## src/hw/rtl/pfa_pkg.sv

```systemverilog
// Shared definitions for the periodic fold accumulator: field widths, register
// indexes, request kinds and the command/status bundles between controller and datapath.
// No dependencies.
package pfa_pkg;

    // Defaults for the top-level parameters.
    localparam int DEF_MAX_BINS    = 1024;
    localparam int DEF_SAMPLE_BITS = 16;
    localparam int DEF_ACC_BITS    = 32;

    // Fixed field widths.
    localparam int LEN_BITS       = 11;
    localparam int START_BITS     = 10;
    localparam int INDEX_BITS     = 10;
    localparam int KIND_BITS      = 2;
    localparam int OUT_BITS       = 32;
    localparam int CFG_INDEX_BITS = 1;
    localparam int RESET_FOLD_LEN = 1024;

    // Configuration register indexes.
    localparam logic [CFG_INDEX_BITS-1:0] REG_FOLD_LENGTH  = 1'd0;
    localparam logic [CFG_INDEX_BITS-1:0] REG_START_OFFSET = 1'd1;

    // Request kinds carried on s_tuser.
    typedef enum logic [KIND_BITS-1:0] {
        KIND_ACCUM   = 2'd0,
        KIND_READ    = 2'd1,
        KIND_RESTART = 2'd2
    } pfa_kind_t;

    typedef struct packed {
        logic accept;      // input request taken this cycle
        logic clear_wr;    // write zeros at the sweep address
        logic upd;         // finish the accepted request (write back, output)
        logic restart;     // position back to start offset
        logic cfg_pop;     // take the next queued register write
        logic rem_start;   // launch the remainder unit
        logic rem_of_pos;  // remainder operand is the position
        logic wr_start;    // store remainder into start offset
        logic wr_pos;      // store remainder into position
    } pfa_cmd_t;

    typedef struct packed {
        logic cfg_pending;
        logic cur_is_len;
        logic clear_last;
        logic rem_done;
        logic item_is_read;
        logic out_busy;
    } pfa_stat_t;

endpackage

```

## src/hw/rtl/pfa_ctrl.sv

```systemverilog
// Controller for the periodic fold accumulator: bin clearing sweep, request
// sequencing and register-write reduction. Depends on pfa_pkg.
module pfa_ctrl (
    input  logic                          aclk,
    input  logic                          aresetn,
    input  logic                          s_tvalid,
    input  logic [pfa_pkg::KIND_BITS-1:0] in_kind,
    input  pfa_pkg::pfa_stat_t            stat,
    output pfa_pkg::pfa_cmd_t             cmd,
    output logic                          s_tready
);

    typedef enum logic [5:0] {
        ST_CLEAR = 6'b000001,
        ST_IDLE  = 6'b000010,
        ST_CFG   = 6'b000100,
        ST_UPD   = 6'b001000,
        ST_DIV_S = 6'b010000,
        ST_DIV_P = 6'b100000
    } pfa_state_t;

    pfa_state_t state_reg;
    pfa_state_t state_next;

    always_ff @(posedge aclk) begin
        if (!aresetn) begin
            state_reg <= ST_CLEAR;
        end else begin
            state_reg <= state_next;
        end
    end

    always_comb begin
        state_next = state_reg;
        cmd        = '0;
        s_tready   = 1'b0;
        unique case (state_reg)
            ST_CLEAR: begin
                cmd.clear_wr = 1'b1;
                if (stat.clear_last) begin
                    state_next = ST_IDLE;
                end
            end
            ST_IDLE: begin
                // Queued register writes go first so every request sees them.
                if (stat.cfg_pending) begin
                    cmd.cfg_pop = 1'b1;
                    state_next  = ST_CFG;
                end else begin
                    s_tready = 1'b1;
                    if (s_tvalid) begin
                        cmd.accept = 1'b1;
                        case (in_kind) inside
                            pfa_pkg::KIND_ACCUM, pfa_pkg::KIND_READ: begin
                                state_next = ST_UPD;
                            end
                            pfa_pkg::KIND_RESTART: begin
                                cmd.restart = 1'b1;
                            end
                            default: begin
                            end
                        endcase
                    end
                end
            end
            ST_CFG: begin
                cmd.rem_start = 1'b1;
                state_next    = ST_DIV_S;
            end
            ST_UPD: begin
                // A read waits here until the output register can take its result.
                if (!(stat.item_is_read && stat.out_busy)) begin
                    cmd.upd    = 1'b1;
                    state_next = ST_IDLE;
                end
            end
            ST_DIV_S: begin
                if (stat.rem_done) begin
                    cmd.wr_start = 1'b1;
                    if (stat.cur_is_len) begin
                        cmd.rem_start  = 1'b1;
                        cmd.rem_of_pos = 1'b1;
                        state_next     = ST_DIV_P;
                    end else begin
                        state_next = ST_IDLE;
                    end
                end
            end
            ST_DIV_P: begin
                if (stat.rem_done) begin
                    cmd.wr_pos = 1'b1;
                    state_next = ST_IDLE;
                end
            end
            default: begin
                state_next = ST_CLEAR;
            end
        endcase
    end

endmodule

```

## config.mk

```make
export PLATFORM = sky130hd
export DESIGN_NAME = pfa_ctrl
export DESIGN_NICKNAME = d
export VERILOG_FILES = /design/src/hw/rtl/pfa_pkg.sv /design/src/hw/rtl/pfa_ctrl.sv
export SDC_FILE = /design/constraint.sdc
export NUM_CORES = 1
export LEC_CHECK = 0
export BUFFER_PORTS_ARGS = -buffer_cell sky130_fd_sc_hd__buf_2
export CORE_AREA = 2 2 39 41
export CTS_BUF_LIST = sky130_fd_sc_hd__clkbuf_8
export DETAILED_ROUTE_END_ITERATION = 8
export DIE_AREA = 0 0 41 43
export PLACE_DENSITY_LB_ADDON = 0.1
export SLEW_MARGIN = 25
export SYNTH_ARGS = -nofsm -noshare
export SYNTH_HDL_FRONTEND = slang
export SYNTH_SLANG_ARGS = --single-unit
```

## constraint.sdc

```tcl
create_clock -name aclk -period 1.5 [get_ports aclk]
set_input_delay 0.15 -clock aclk [delete_from_list [all_inputs] [get_ports aclk]]
set_output_delay 0.15 -clock aclk [all_outputs]
set_load 0.005 [all_outputs]
```

* Yosys cells after proc, flatten, opt, wreduce, memory -nomap -nowiden
Cells that the tools add are included.
** Storage, ports and cells
- Logic and storage cells :: 48
- Bits of input ports :: 11
- Output and inout port bits :: 10
- Flip-flop bits (word level) :: 6
** Operators by class
- Equality and inequality tests :: 14
- Reduce and logical (&&, ||, !) cells :: 4
- Multiplexer cells :: 29
** Operators with widths (number)
- two-way mux 6 bit :: 8
- one-hot mux 6 bit (6 select lines) :: 1
- two-way mux 1 bit :: 15
- != test 2 bit (second input constant) :: 4
- equality test 6 x 1 -> 1 bit (second input constant) :: 1
- equality test 6 x 2 -> 1 bit (second input constant) :: 1
- equality test 6 x 3 -> 1 bit (second input constant) :: 1
- equality test 6 x 4 -> 1 bit (second input constant) :: 1
- equality test 6 x 5 -> 1 bit (second input constant) :: 1
- equality test 6 bit (second input constant) :: 1
- two-way mux 2 bit :: 3
- AND reduction 6 bit :: 1
- two-way mux 3 bit :: 1
- != test 3 x 2 -> 1 bit (second input constant) :: 1
- != test 3 bit (second input constant) :: 1
- equality test 2 x 1 -> 1 bit (second input constant) :: 1
- equality test 2 bit (second input constant) :: 1
- logical NOT 2 bit :: 1
- one-hot mux 1 bit (2 select lines) :: 1
- OR reduction 2 bit :: 1
- logical AND 1 bit :: 1

* Longest topological paths before layout
Gate-level depths: netlist of the first run.
- Word-level depth :: 6
- Depth in mapped cells :: 6
- Gate-level depth less buffers :: 5

* Worst setup path after synthesis of the first run
Ideal clock, no wire load.
- Path kind :: register to output
- Start :: register state_reg[3]
- End :: output port cmd[5] (netlist bit)
- Path buffers :: 1
- Data required time :: 1.350 ns
- Arrival time :: 1.233 ns
- Setup slack :: 0.117 ns
- Stages on the path, launching flop included :: 7
- Cell sequence :: dfxtp_1 -> buf_6 -> nor4_4 -> nand3_2 -> inv_1 -> and2_4 -> nor3b_2
** RTL lines
- from (decl) :: line pfa_ctrl.sv:22 : pfa_state_t state_reg;
- from (signal assigned) :: line pfa_ctrl.sv:29 : state_reg <= state_next;
- to (decl) :: line pfa_ctrl.sv:9 : output pfa_pkg::pfa_cmd_t cmd,

==> results of run 1 <==
[power breakdown]
| part | internal, µW | switching (µW) | total [µW] |
|---|---|---|---|
| Clock | 172 | 68.6 | 241 |
| Sequential | 174 | 42.8 | 216 |
| Combinational | 139 | 122 | 261 |
| Total | 485 | 233 | 718 |
[cells by family after synthesis]
kind of cell	share of synthesized area, %
simple gates	42.4
compound gates	21.2
buf+inv	12.2
flops	22.6
xor+xnor	1.65
[worst max-delay path by stage]
stage / start / to / depth (start not counted)
2_1_floorplan: state_reg[3]$_SDFFE_PN0P_ / cmd[5] / 6
3_3_place_gp: state_reg[5]$_SDFFE_PN0P_ / state_reg[3]$_SDFFE_PN0P_ / 5
3_5_place_dp: state_reg[2]$_SDFFE_PN0P_ / cmd[5] / 6
4_1_cts: state_reg[5]$_SDFFE_PN0P_ / cmd[5] / 6
5_1_grt: state_reg[4]$_SDFFE_PN0P_ / cmd[5] / 6
6_report: state_reg[4]$_SDFFE_PN0P_ / cmd[5] / 6
[Yosys cell counts (all sizes together)]
library cell,number
nand3b,1
nand4,3
and2,4
inv,5
buf,5
a21o,1
nor2,4
o21a,1
nor4b,2
xor2,1
a21oi,5
o31ai,2
dfxtp,6
o21ai,6
and3,1
nand2b,2
nand2,3
nand3,5
o2111ai,1
nor2b,1
a21boi,2
nor3,1
nor4,3
nor3b,2
[what timing repair did]
item	CTS	global route
hold endpoints to repair	0	0
pin swaps	4	8
endpoints found under the setup margin	6	12
resized for setup	9	19
setup buffers	3	8
[stage by stage]
stage                     power (µW)  cell area, µm²  cells  hold WS (ps)
after floorplan                  331             532     67           231
after global placement           421             666    106           400
after detailed placement         418             666    106           398
after CTS                        681             758    112           170
after global routing             763             891    120           179
final                            718             891    120           165
[cells in the final DEF, fill, tap and decap left out, types with 3 or more instances in the layout]
cell and n:
a21oi_1 3, and2_1 3, buf_2 18, buf_4 17, buf_6 3, clkbuf_8 3
dfxtp_4 3, inv_1 4, nand3_2 3, nand4_1 3, o21ai_1 5
[worst max-delay path: stages (launching register included)]
cell and delay (ps):
dfxtp_4 350, nor4_4 310, nand3_2 130, inv_2 70, and2_4 130, nor3b_2 140
buf_2 130
[layout make-up]
type	instances	share of cell area (%)
tap	16	2.25
inverter	5	2.11
multi-input combinational	51	46.1
sequential	6	15.0
clock buffer	3	4.63
timing repair buffer	39	29.9
[layer usage]
layer	vias up	global-route usage (%)	wire [µm]
met5	-	0	0
met4	0	8.00	29
met3	3	3.14	87
met2	23	29.7	834
met1	299	23.3	661
li1	317	-	-
==> metrics.log, run 1 <==
[metrics] Gate Count Post-Synth: 67
[metrics] Worst IR Drop VDD: 686 µV
[metrics] PnR worst setup slack: -138 ps
[metrics] sequential fraction of the synthesis area: a little under a quarter
[metrics] Site Rows: 14
[metrics] hold wc startpoint: aresetn
[metrics] core occupancy in the finished layout: roughly 64%
[metrics] worst-case reg-to-reg path depth: 6
[metrics] share of the cycle needed by the critical path after routing: 109%
[metrics] area share of the largest cell type after synthesis: a little under a quarter
[metrics] post-synthesis cell type with the largest combined area: dfxtp_1
[metrics] top fanout value on the critical path: 4
[metrics] layout-stage area growth over the synthesis result: 67.5%
[metrics] syn avg cell area: 7.94 µm²
[metrics] failing checks: negative setup slack
[metrics] CTS clk-pin slew, worst paths: about 30 ps
[metrics] ranking of synthesized cells by area: dfxtp_1, buf_6, nor4_4
[metrics] FMAX: 610 MHz
[metrics] worst hold endpoint: state_reg[0]$_SDFFE_PN1P_
[metrics] number of vias per cell: roughly 5.4
[metrics] die extent in x: slightly above 40 µm
[metrics] final total negative setup slack: -341 ps
[metrics] number of flip-flops under the largest register name: 6
[metrics] cell depth of the worst hold path: 2
[metrics] synthesized flop and latch total: 6
[metrics] number of fill cells: approximately 130
[metrics] beginning of the worst register-to-register path: state_reg[4]$_SDFFE_PN0P_
[metrics] arrival time at the worst endpoint: roughly 1500 ps
[metrics] number of nets in the layout: 117
[metrics] worst clock skew: approximately 0.53 ps
[metrics] Setup crit start kind: flop
[metrics] Yosys warnings: 0
[metrics] Crit Path Category: reg2out
[metrics] Cell Pwr Density: 806 nW/µm²
[metrics] ratio of cells with drive above 1 in the final layout: 62.5%
[metrics] Min Clock Period, post-route: 1640 ps
[metrics] Starting Density: approximately two fifths
[metrics] post-synthesis instance area: between 500 and 600 µm²
[metrics] 1st-iter DRT viols: 3
[metrics] Root Buffer Master: clkbuf_8
[metrics] final max-slew violation count: 0
[metrics] Critical Path RT: between 1000 and 1500 ps
[metrics] number of CTS-inserted buffers: 3
[metrics] Setup crit end kind: output port
[metrics] final WL: 1.61 mm
[metrics] status: finished with violations
[metrics] number of maximum-capacitance violations: 0
[metrics] number of H-tree levels: 1
[metrics] drt pass-1 iters: 4
[metrics] n_diodes: 0
[metrics] all-layer global routing usage: around a fifth
[metrics] Port Buf Inserts: 20
[metrics] clock latency of the later-clocked register in the worst-skew pair: ~220 ps
[metrics] average wire per cell in the routed design: between 10 and 15 µm
[metrics] transition at the pin with the smallest max-transition slack: between 300 and 400 ps
[metrics] FF-to-FF setup slack: 50 ps
[metrics] number of global-route vias before repair: 550
[metrics] Max Root-Sink Buffers: 2
[metrics] pre-CTS setup slack: roughly 14 ps
[metrics] leakage dissipation: between 0.0004 and 0.0005 µW
[metrics] antenna-violating nets left: 0
[metrics] number of endpoints with negative hold slack in the final report: 0
[metrics] number of antenna violations at the first check in global routing: 0
[metrics] Hold-fix buffers, CTS: 0
[metrics] setup violation total in the final timing report: 5
[metrics] leftover overflow at the end of global routing: 0
[metrics] remaining design rule violation count: 0
[metrics] syn nets: between 70 and 80
[metrics] count of vias placed by the detailed router: roughly 640
[metrics] Detail Placement HPWL: between 1 and 1.5 mm
[metrics] register cell area after layout: around 130 µm²
[metrics] TritonCTS clock tree: done
[metrics] total core area: between 1000 and 1500 µm²
[metrics] CTS sink count: 6
[metrics] unrepaired setup endpoints after global routing: true
[metrics] critical register-to-register path endpoint: state_reg[3]$_SDFFE_PN0P_
[metrics] area of the multi-input gates: 410 µm²
[metrics] die outline height: 43 µm
[metrics] maximum number of pins on one net before global-route repair: 12
[metrics] area of the die: ~1800 µm²
[metrics] GP Congestion: 0.807
[metrics] relative max-transition margin: approximately four fifths
[metrics] global-route wire length before repair: between 2 and 2.5 mm
[metrics] class of the tightest hold or removal check: in2reg
[metrics] I/O pin count: 21
[metrics] post-synthesis cell type count: 34
(Power assumes the default switching activity.)
==> inputs of run 2 (changes only) <==
- CELL_PAD_IN_SITES_DETAIL_PLACEMENT: default -> 1
- CELL_PAD_IN_SITES_GLOBAL_PLACEMENT: default -> 1
- CORE_AREA: 2 2 39 41 -> default
- CORE_MARGIN: default -> 2
- CORE_UTILIZATION: default -> 34
- DIE_AREA: 0 0 41 43 -> default
- PLACE_DENSITY_LB_ADDON: 0.1 -> 0.25
- SKIP_LAST_GASP: default -> 1
==> run 2 against run 1 <==
Net effect: the run still ends with negative setup slack left; critical path depth stayed put; sequential share of layout area is 0.41 points higher; wire length is 13% higher; highest routed layer is now met3; global-route usage is 1.7 points higher; flip-flop and latch count stayed put; via count is 0.62% lower; cell count is 4.2% lower; clock skew is 4.3 ps higher; hold slack better by 6.0 ps; total power is 2.7% higher.
==> metrics.log, run 2 (synthesis gave the netlist of run 1 again) <==
[metrics] critical register-to-register path endpoint: state_reg[3]$_SDFFE_PN0P_
[metrics] leftover overflow at the end of global routing: 0
[metrics] failing checks: negative setup slack
[metrics] ratio of cells with drive above 1 in the final layout: between 60 and 70%
[metrics] average wire per cell in the routed design: 15.9 µm
[metrics] Site Rows: 14
[metrics] unrepaired setup endpoints after global routing: true
[metrics] commonest cells after routing, fill and taps aside: buf_2, buf_4
[metrics] Slowest-stage cell, CP: dfxtp_4
[metrics] transition at the pin with the smallest max-transition slack: around 310 ps
[metrics] setup violation total in the final timing report: 6
[metrics] Min Clock Period, post-route: about 1600 ps
[metrics] PnR worst setup slack: -142 ps
[metrics] cell area after layout: slightly below 900 µm²
[metrics] CTS sink count: 6
[metrics] Crit Path Category: reg2out
[metrics] Critical Path RT: about 1400 ps
[metrics] die extent in x: between 40 and 50 µm
[metrics] Max Root-Sink Buffers: 2
[metrics] FMAX: ~610 MHz
[metrics] leakage dissipation: about 0.00042 µW
[metrics] Starting Density: a little over a third
[metrics] beginning of the worst register-to-register path: state_reg[5]$_SDFFE_PN0P_
[metrics] FF-to-FF setup slack: -90 ps
[metrics] Root Buffer Master: clkbuf_8
[metrics] class of the tightest hold or removal check: in2reg
[metrics] number of global-route vias before repair: between 600 and 700
[metrics] top fanout value on the critical path: 3
[metrics] 1st-iter DRT viols: 8
[metrics] total core area: 1490 µm²
[metrics] area of the die: approximately 1900 µm²
[metrics] Setup crit start kind: flop
[metrics] final WL: 1.83 mm
[metrics] number of vias per cell: around 5.5
[metrics] number of endpoints with negative hold slack in the final report: 0
[metrics] number of H-tree levels: 1
[metrics] relative max-transition margin: between 70% and 80%
[metrics] Worst IR Drop VDD: around 600 µV
[metrics] cell depth of the worst hold path: 2
[metrics] count of vias placed by the detailed router: between 600 and 700
[metrics] Cell Chain, Critical Path: nor4_4 > nand3_2 > inv_2 > and2_4 > nor3b_2 > buf_2
[metrics] number of flip-flops under the largest register name: 6
[metrics] all-layer global routing usage: between 20% and 30%
[metrics] final max-slew violation count: 0
[metrics] number of antenna violations at the first check in global routing: 0
[metrics] maximum number of pins on one net before global-route repair: 12
[metrics] hold slack final: 171 ps
[metrics] Cell Pwr Density: roughly 850 nW/µm²
[metrics] number of maximum-capacitance violations: 0
[metrics] switching share of power: roughly a third
[metrics] area of the multi-input gates: around 440 µm²
[metrics] final total negative setup slack: -369 ps
[metrics] Detail Placement HPWL: around 1.2 mm
[metrics] layout-stage area growth over the synthesis result: 63.1%
[metrics] switching power: 247 µW
[metrics] Logic pwr share: between 30% and 40%
[metrics] drt pass-1 iters: 4
[metrics] worst clock skew: between 4 and 5 ps
[metrics] instance area after placement: between 600 and 700 µm²
[metrics] TritonCTS clock tree: done
[metrics] number of fill cells: approximately 190
[metrics] leading cell type in the layout, fill and taps excluded: buf_2
[metrics] remaining design rule violation count: 0
[metrics] worst hold endpoint: state_reg[0]$_SDFFE_PN1P_
[metrics] status: finished with violations
[metrics] GP Congestion: approximately 0.82
[metrics] register cell area after layout: about 130 µm²
[metrics] Hold-fix buffers, CTS: 0
[metrics] portion of total power attributed to sequential cells: just under 30%
[metrics] hold wc startpoint: aresetn
[metrics] Clk network pwr share: between 30 and 40%
[metrics] Port Buf Inserts: 20
[metrics] share of the cycle needed by the critical path after routing: 109%
[metrics] global-route wire length before repair: between 2 and 3 mm
[metrics] worst-case reg-to-reg path depth: 7
[metrics] number of nets in the layout: ~110
[metrics] Setup crit end kind: output port
[metrics] die outline height: 43.5 µm
[metrics] n_diodes: 0
[metrics] clock latency of the later-clocked register in the worst-skew pair: around 220 ps
[metrics] arrival time at the worst endpoint: about 1500 ps
[metrics] maximum cell stage delay along the critical path: 350 ps
[metrics] I/O pin count: 21
[metrics] antenna-violating nets left: 0
[metrics] number of CTS-inserted buffers: 3
[metrics] internal power consumption: slightly below 500 µW
[metrics] CTS clk-pin slew, worst paths: 40 ps
run 2: worst max-delay path by stage:
stage | startpoint | to | cells after the start
6_report | state_reg[5]$_SDFFE_PN0P_ | cmd[5] | 6
5_1_grt | state_reg[5]$_SDFFE_PN0P_ | cmd[5] | 6
4_1_cts | state_reg[5]$_SDFFE_PN0P_ | cmd[5] | 6
3_5_place_dp | state_reg[2]$_SDFFE_PN0P_ | cmd[5] | 6
3_3_place_gp | state_reg[5]$_SDFFE_PN0P_ | state_reg[3]$_SDFFE_PN0P_ | 5
2_1_floorplan | state_reg[3]$_SDFFE_PN0P_ | cmd[5] | 6
run 2: cell type report:
type                    count  share of cell area [%]
clock buffers               3                    4.76
multi-input cells          51                    50.8
repair buffers             34                    24.5
well taps                  16                    2.31
flip-flops and latches      6                    15.4
inverters                   5                    2.16
run 2: timing repair:
item / 4_1_cts / 5_1_grt
resized for setup: 11 / 18
setup endpoints to repair: 10 / 14
buffers inserted: 5 / 2
pin swaps: 5 / 7
run 2: through the flow:
stage | total power (µW) | instances | util, % | setup WS, ps
after floorplan | 331 | 67 | - | 117
after global placement | 418 | 106 | 44.7 | 42.3
after detailed placement | 420 | 106 | 44.7 | -0.766
after CTS | 693 | 114 | 52.4 | -144
after global routing | 786 | 115 | 58.2 | -237
final | 738 | 115 | 58.2 | -142
run 2: worst max-delay path, delay by kind of cell (launching register included):
| kind | cells | cell delay, ps |
|---|---|---|
| DFF | 1 | 350 |
| buffers and inverters | 2 | 210 |
| and+or+nand+nor | 4 | 720 |
run 2: power groups by stage:
stage	clock, µW	sequential, µW	combinational [µW]
3_5_place_dp	0	210	210
2_1_floorplan	0	192	139
5_1_grt	261	221	304
3_3_place_gp	0	209	208
6_report	241	217	280
4_1_cts	250	212	231
run 2: per-layer routing:
| layer | vias to the layer above | GRT usage (%) | part of all wire (%) |
|---|---|---|---|
| met2 | 24 | 35.9 | 56 |
| met4 | 0 | 6.67 | 0 |
| met1 | 308 | 24.4 | 39 |
| met5 | - | 0 | 0 |
| met3 | 0 | 3.75 | 4.9 |
| li1 | 306 | - | - |
